===== config.mk =====
export PLATFORM = sky130hd
export DESIGN_NAME = pfh_mac_unit
export DESIGN_NICKNAME = d
export VERILOG_FILES = /design/src/pfh_pkg.sv /design/src/pfh_mac_unit.sv
export SDC_FILE = /design/constraint.sdc
export NUM_CORES = 2
export LEC_CHECK = 0
export BUFFER_PORTS_ARGS = -buffer_cell sky130_fd_sc_hd__buf_2
export CAP_MARGIN = 15
export CORE_MARGIN = 2
export CORE_UTILIZATION = 40
export DETAILED_ROUTE_END_ITERATION = 8
export HOLD_SLACK_MARGIN = 0.1
export PLACE_DENSITY = 0.66
export SLEW_MARGIN = 25
export SYNTH_ARGS = -nofsm -noshare
export SYNTH_HDL_FRONTEND = slang
export SYNTH_SLANG_ARGS = --single-unit

===== constraint.sdc =====
create_clock -name clk -period 12.1 [get_ports clk]
set_clock_uncertainty 0.05 [all_clocks]
set_input_delay 1.815 -clock clk [delete_from_list [all_inputs] [get_ports clk]]
set_output_delay 1.815 -clock clk [all_outputs]
set_load 0.02 [all_outputs]

===== src/pfh_pkg.sv =====
// shared types, constants and codes for the periodic five-point stencil core
`timescale 1ns / 1ps

package pfh_pkg;

    localparam int GRID_ROWS = 64;
    localparam int GRID_COLS = 64;

    localparam int IDX_W  = 6;
    localparam int DATA_W = 32;
    localparam int CFG_W  = 32;
    localparam int CIDX_W = 2;

    // stencil operand, product and accumulator widths
    localparam int OPND_W = 36;
    localparam int HALF_W = 16;
    localparam int PROD_W = OPND_W + HALF_W + 1;
    localparam int ACC_W  = 56;

    localparam logic [CFG_W-1:0] COEFF_RESET = 32'h0001_0000;

    localparam logic [CIDX_W-1:0] CFG_DIAG = 2'd0;
    localparam logic [CIDX_W-1:0] CFG_X    = 2'd1;
    localparam logic [CIDX_W-1:0] CFG_Y    = 2'd2;

    localparam logic KIND_WRITE = 1'b0;
    localparam logic KIND_QUERY = 1'b1;

    localparam logic [2:0] MAC_LAST = 3'd5;

    typedef enum logic [3:0] {
        S_IDLE,
        S_RD_C,
        S_RD_D,
        S_RD_U,
        S_RD_R,
        S_RD_L,
        S_DYY,
        S_MUL,
        S_DRAIN,
        S_SAT
    } state_t;

    typedef struct packed {
        logic valid;
        logic clear;
        logic lo_half;
        logic negate;
    } mac_ctl_t;

endpackage


===== src/pfh_mac_unit.sv =====
// shared multiplier with registered product and floor-shifting accumulator
`timescale 1ns / 1ps

module pfh_mac_unit (
    input  logic                                clk,
    input  logic                                rst_n,
    input  pfh_pkg::mac_ctl_t                   ctl,
    input  logic signed [pfh_pkg::OPND_W-1:0]   opnd,
    input  logic [pfh_pkg::HALF_W-1:0]          coeff,
    output logic signed [pfh_pkg::ACC_W-1:0]    acc
);
    import pfh_pkg::*;

    mac_ctl_t                   ctl_reg;
    logic signed [PROD_W-1:0]   prod_reg;
    logic signed [PROD_W-1:0]   prod_next;
    logic signed [ACC_W-1:0]    acc_reg;
    logic signed [ACC_W-1:0]    acc_next;
    logic signed [ACC_W-1:0]    term;
    logic signed [ACC_W-1:0]    base;

    assign prod_next = PROD_W'(opnd * $signed({1'b0, coeff}));

    // low half keeps floor of product over 2^16, high half is already aligned
    always_comb
    begin
        if (ctl_reg.lo_half)
        begin
            term = ACC_W'(prod_reg >>> HALF_W);
        end
        else
        begin
            term = ACC_W'(prod_reg);
        end
        base = ctl_reg.clear ? '0 : acc_reg;
        acc_next = ctl_reg.negate ? base - term : base + term;
    end

    always_ff @(posedge clk or negedge rst_n)
    begin
        if (!rst_n)
        begin
            ctl_reg <= '0;
        end
        else
        begin
            ctl_reg <= ctl;
        end
    end

    always_ff @(posedge clk)
    begin
        prod_reg <= prod_next;
        if (ctl_reg.valid)
        begin
            acc_reg <= acc_next;
        end
    end

    assign acc = acc_reg;

endmodule


## Word-level counts from Yosys, hierarchy flattened

Cells that the tools add are included.
Widths: inputs -> output; s select.

- Memories: 0
- ROM bits: 0
- Input bits: 58
- Register bits after elaboration: 113
- Output and inout port bits: 56
- Latch bits: 0
- Bits in writable memories: 0

- Div/mod/pow operators: 0
- Bitwise logic cells: 0
- Muxes and demuxes: 3
- Multipliers: 1
- Magnitude comparators: 0
- Add/subtract/negate cells: 2
- Equality and inequality tests: 0
- Shifts and indexed selects: 0
- Reduce and logical (&&, ||, !) cells: 0

Operators by type and width:

| operator | count |
|---|---|
| $mux 56 | 2 |
| $add 56x53->56 | 1 |
| $sub 56x53->56 | 1 |
| $mul 36x17->53 | 1 |
| $mux 52 | 1 |

## Depth between registers and ports, before layout

- Depth after elaboration: 3
- Mapped depth: 30

## Worst setup path before layout

Ideal clock, no wire load.

- Path kind: input to register
- From: input coeff[2] (netlist name)
- To: register prod_reg[50]
- Setup slack: 4,005 ps
- Cell stages on the path: 21
- Arrival: 7,926 ps
- Path buffers: 3
- Data required time: 11,931 ps
- Cells stage by stage: clkbuf_1 > clkbuf_1 > nand2_1 > fa_1 > fa_1 > fa_1 > inv_1 > fa_1 > fa_1 > fa_1 > ha_1 > clkbuf_1 > and4_1 > and3_1 > or4b_1 > o21ai_1 > nand4_1 > a311o_1 > o211ai_1 > o211ai_1 > xnor2_1

- Word-level cells in the longest chain between the ends: 1

RTL lines:

| item | line | source |
|---|---|---|
| start, declared | pfh_mac_unit.sv:9 | `input logic [pfh_pkg::HALF_W-1:0] coeff,` |
| $mul 36x17->53 | pfh_mac_unit.sv:22 | `assign prod_next = PROD_W'(opnd * $signed({1'b0, coeff}));` |
| via prod_next[50] | pfh_mac_unit.sv:16 | `logic signed [PROD_W-1:0] prod_next;` |
| end signal, assigned | pfh_mac_unit.sv:53 | `prod_reg <= prod_next;` |
| end, declared | pfh_mac_unit.sv:15 | `logic signed [PROD_W-1:0] prod_reg;` |

The timed path passes the listed nets, and every way through them passes these cells.
A chain may end at the register's enable or synchronous reset.

## Worst setup path after layout

- From: input coeff[2] (netlist name)
- To: register prod_reg[51]

The elaborated chain is that of the path after synthesis.

==> impl_metrics.json <==
{
  "hold_viol_final": 0,
  "wl_um": 73000,
  "cp_cell_sequence": "buf_2 -> nand2_1 -> fa_1 -> fa_1 -> fa_1 -> fa_1 -> inv_1 -> fa_1 -> inv_1 -> fa_1 -> inv_1 -> ha_1 -> nand3_1 -> nor4_1 -> nor3_1 -> a21boi_1 -> a31oi_1 -> o21ai_1 -> a31o_2 -> a31oi_1 -> o41ai_1 -> xor2_1",
  "cts_resized": 0,
  "root_buffer": "clkbuf_16",
  "die_y_um": 269,
  "cpPeakStageDelay_ns": 0.65,
  "hpwl_um": 57200,
  "diodes": 0,
  "ys_seq_area_share_pct": 10.1,
  "worst-path-buf-inv": 4,
  "drtAntennaViolNets": 0,
  "antenna_found_initial": 1,
  "cap_viol_max_count": 0,
  "drc": 0,
  "max_freq_ghz": 0.117,
  "critical_path_class": "input pin to register",
  "synth_seq_cells": 113,
  "clk_latency_ns": 0.44,
  "grt-ovfl-total": 0,
  "worstPathMaxFanout": 36,
  "vias": 21300,
  "status": "complete, no violations",
  "synth-edff-count": 56,
  "rsz0062_at_grt": "false",
  "synthesis.nets": 3986,
  "grt_pass1_vias": 22000,
  "layout.core_utilization_pct": 42.9,
  "grt_max_degree": 93,
  "rows": 97,
  "synth_cell_types": 82,
  "first_pass_iters": 5,
  "cts_setup_buffers": 0,
  "period_needed_ns": 8.52,
  "cp_common_cell": "fa_1",
  "endpoint_kind": "register",
  "slowest_stage": "buf_2",
  "netlist_area_sq_um": 28200,
  "final.setup.tns_ns": 0,
  "clk_pin_slew_ns": 0.05,
  "die-area_sq_um": 72500,
  "fin_nets": 3980,
  "viasPerCell": 5.13,
  "fillers": 7002,
  "cts_buffers": 17,
  "synthTopCellsByArea": "fa_1 (39%), inv_1 (8.4%), ha_1 (8.0%)",
  "holdCritPathClass": "register to register",
  "syn_inst": 3201,
  "cts_tree": "done",
  "synthFlopType": "edfxtp_1",
  "start_kind": "input pin",
  "required_ns": 12.35,
  "core_sq_um": 69900,
  "cts_hold_buf": 0,
  "whs_ns": 0.742,
  "maxSlewHeadroom_pct": 37.8,
  "yosys.area.top_type": "fa_1",
  "cts.sinks": 113,
  "setup_viol": 0,
  "port-buffer-count": 113,
  "h-tree-depth": 4,
  "start_util_pct": 40.3,
  "period_share_pct": 70.4,
  "wl_per_cell_um": 17.6,
  "tightest_slew_ns": 0.934,
  "drive_gt1_share_pct": 5.83,
  "io_pins": 114,
  "yosys_warnings": 0,
  "async_flop_share_pct": 3.54,
  "largest_register_ffs": 56,
  "worstPathArrival_ns": 8.77,
  "cts_buffer_depth": 2,
  "grtUsageTotal_pct": 20.4,
  "routabilityCongestion": 0.891,
  "avgSynthCellArea_sq_um": 8.80,
  "synth.top_cell.area_share_pct": 38.8,
  "maxSlewViolCount": 0,
  "dr.first_iter.drc_count": 1269,
  "dieWidth_um": 269,
  "syn_to_final_growth_pct": 6.55,
  "grt_first_pass_wirelength_um": 119000,
  "cp_top_family": "adder cells"
}
[path summary, 6_finish.rpt]
check | start | endpoint | slack (ns) | cells past startpoint
hold reg to reg | acc[0] | acc[0] | 0.74 | 3
max in group asynchronous | rst_n | ctl_reg[1] | 10.58 | 1
setup reg to reg | ctl_reg[1] | acc[54] | 5.61 | 18
setup / recovery | coeff[2] | prod_reg[51] | 3.58 | 22
min in group asynchronous | rst_n | ctl_reg[0] | 1.18 | 1
hold / removal | acc[0] | acc[0] | 0.74 | 3
[routing by layer]
metal / global-route usage, % / vias to the layer above / part of all wire (%)
met4: 5.39 / 0 / 1.9
met3: 2.44 / 84 / 6.3
met2: 33.1 / 688 / 46
li1: - / 9901 / -
met1: 29.0 / 10600 / 46
met5: 0 / - / 0
[worst register-to-register path, cell delays in order, from the launching register on]
cell and delay [ns]:
dfrtp_4 0.60, buf_4 0.78, a21oi_1 0.27, nor4_4 0.38, nand3_2 0.20, nor4_1 0.61, a21oi_1 0.16, xor2_1 0.22
ha_1 0.48, and4_1 0.29, o2111ai_1 0.13, nor4_1 0.29, o31ai_1 0.22, a21oi_1 0.33, a41oi_1 0.29, o31ai_1 0.47
o21ai_0 0.15, o21ai_0 0.23, xnor2_1 0.09
[cells in the mapped netlist, types with 64 or more instances]
master and count:
a21oi_1 133, nor2b_1 64, inv_1 628, xor2_1 66, xnor2_1 84, ha_1 181, nor2_1 100, o21ai_0 79
nand2_1 439, fa_1 546, clkbuf_1 135, and2_1 224
[per-stage QoR]
step	setup slack [ns]	cells	cell area, sq um
5_1_grt	3.01	4148	30000
3_5_place_dp	3.13	4116	29400
6_report	3.58	4148	30000
3_3_place_gp	3.29	4116	29400
2_1_floorplan	4.00	3201	28200
4_1_cts	3.58	4148	30000
[cells by family (layout without fill, tap and decap cells)]
| group | Yosys count | count (layout) | share of synthesized area [%] |
|---|---|---|---|
| adder cells (fa/ha/maj) | 727 | 727 | 46.9 |
| multiplexers | 32 | 32 | 1.16 |
| AND/OR/NAND/NOR | 982 | 982 | 17.2 |
| XOR/XNOR | 150 | 150 | 4.67 |
| buffers and inverters | 776 | 783 | 10.5 |
| flip-flops | 113 | 113 | 10.1 |
| AO/OA/AOI/OAI | 421 | 421 | 9.62 |
[layout by cell type (no fill, tap or decap), drive strengths merged, types with 53 or more instances in the layout]
cell    netlist  final
edfxtp       56     56
nand2       439    439
and2        225    225
fa          546    546
nor2        100    100
o21ai        84     84
nor2b        64     64
dfxtp        53     53
inv         628    631
xnor2        84     84
buf          13    123
a21oi       135    135
ha          181    181
xor2         66     66
[layout make-up]
class | count | area, sq um | share of cell area [%]
Timing Repair Buffer | 123 | 641 | 2.14
Sequential cell | 113 | 2850 | 9.50
Clock inverter | 8 | 62.6 | 0.209
Tap cell | 940 | 1180 | 3.92
Inverter | 628 | 2360 | 7.86
Multi-Input combinational cell | 2312 | 22400 | 74.6
Clock buffer | 24 | 544 | 1.81
Power is left out: the tool's default activity adds up to more than one toggle a clock period on the data nets, which glitch-free logic cannot reach.
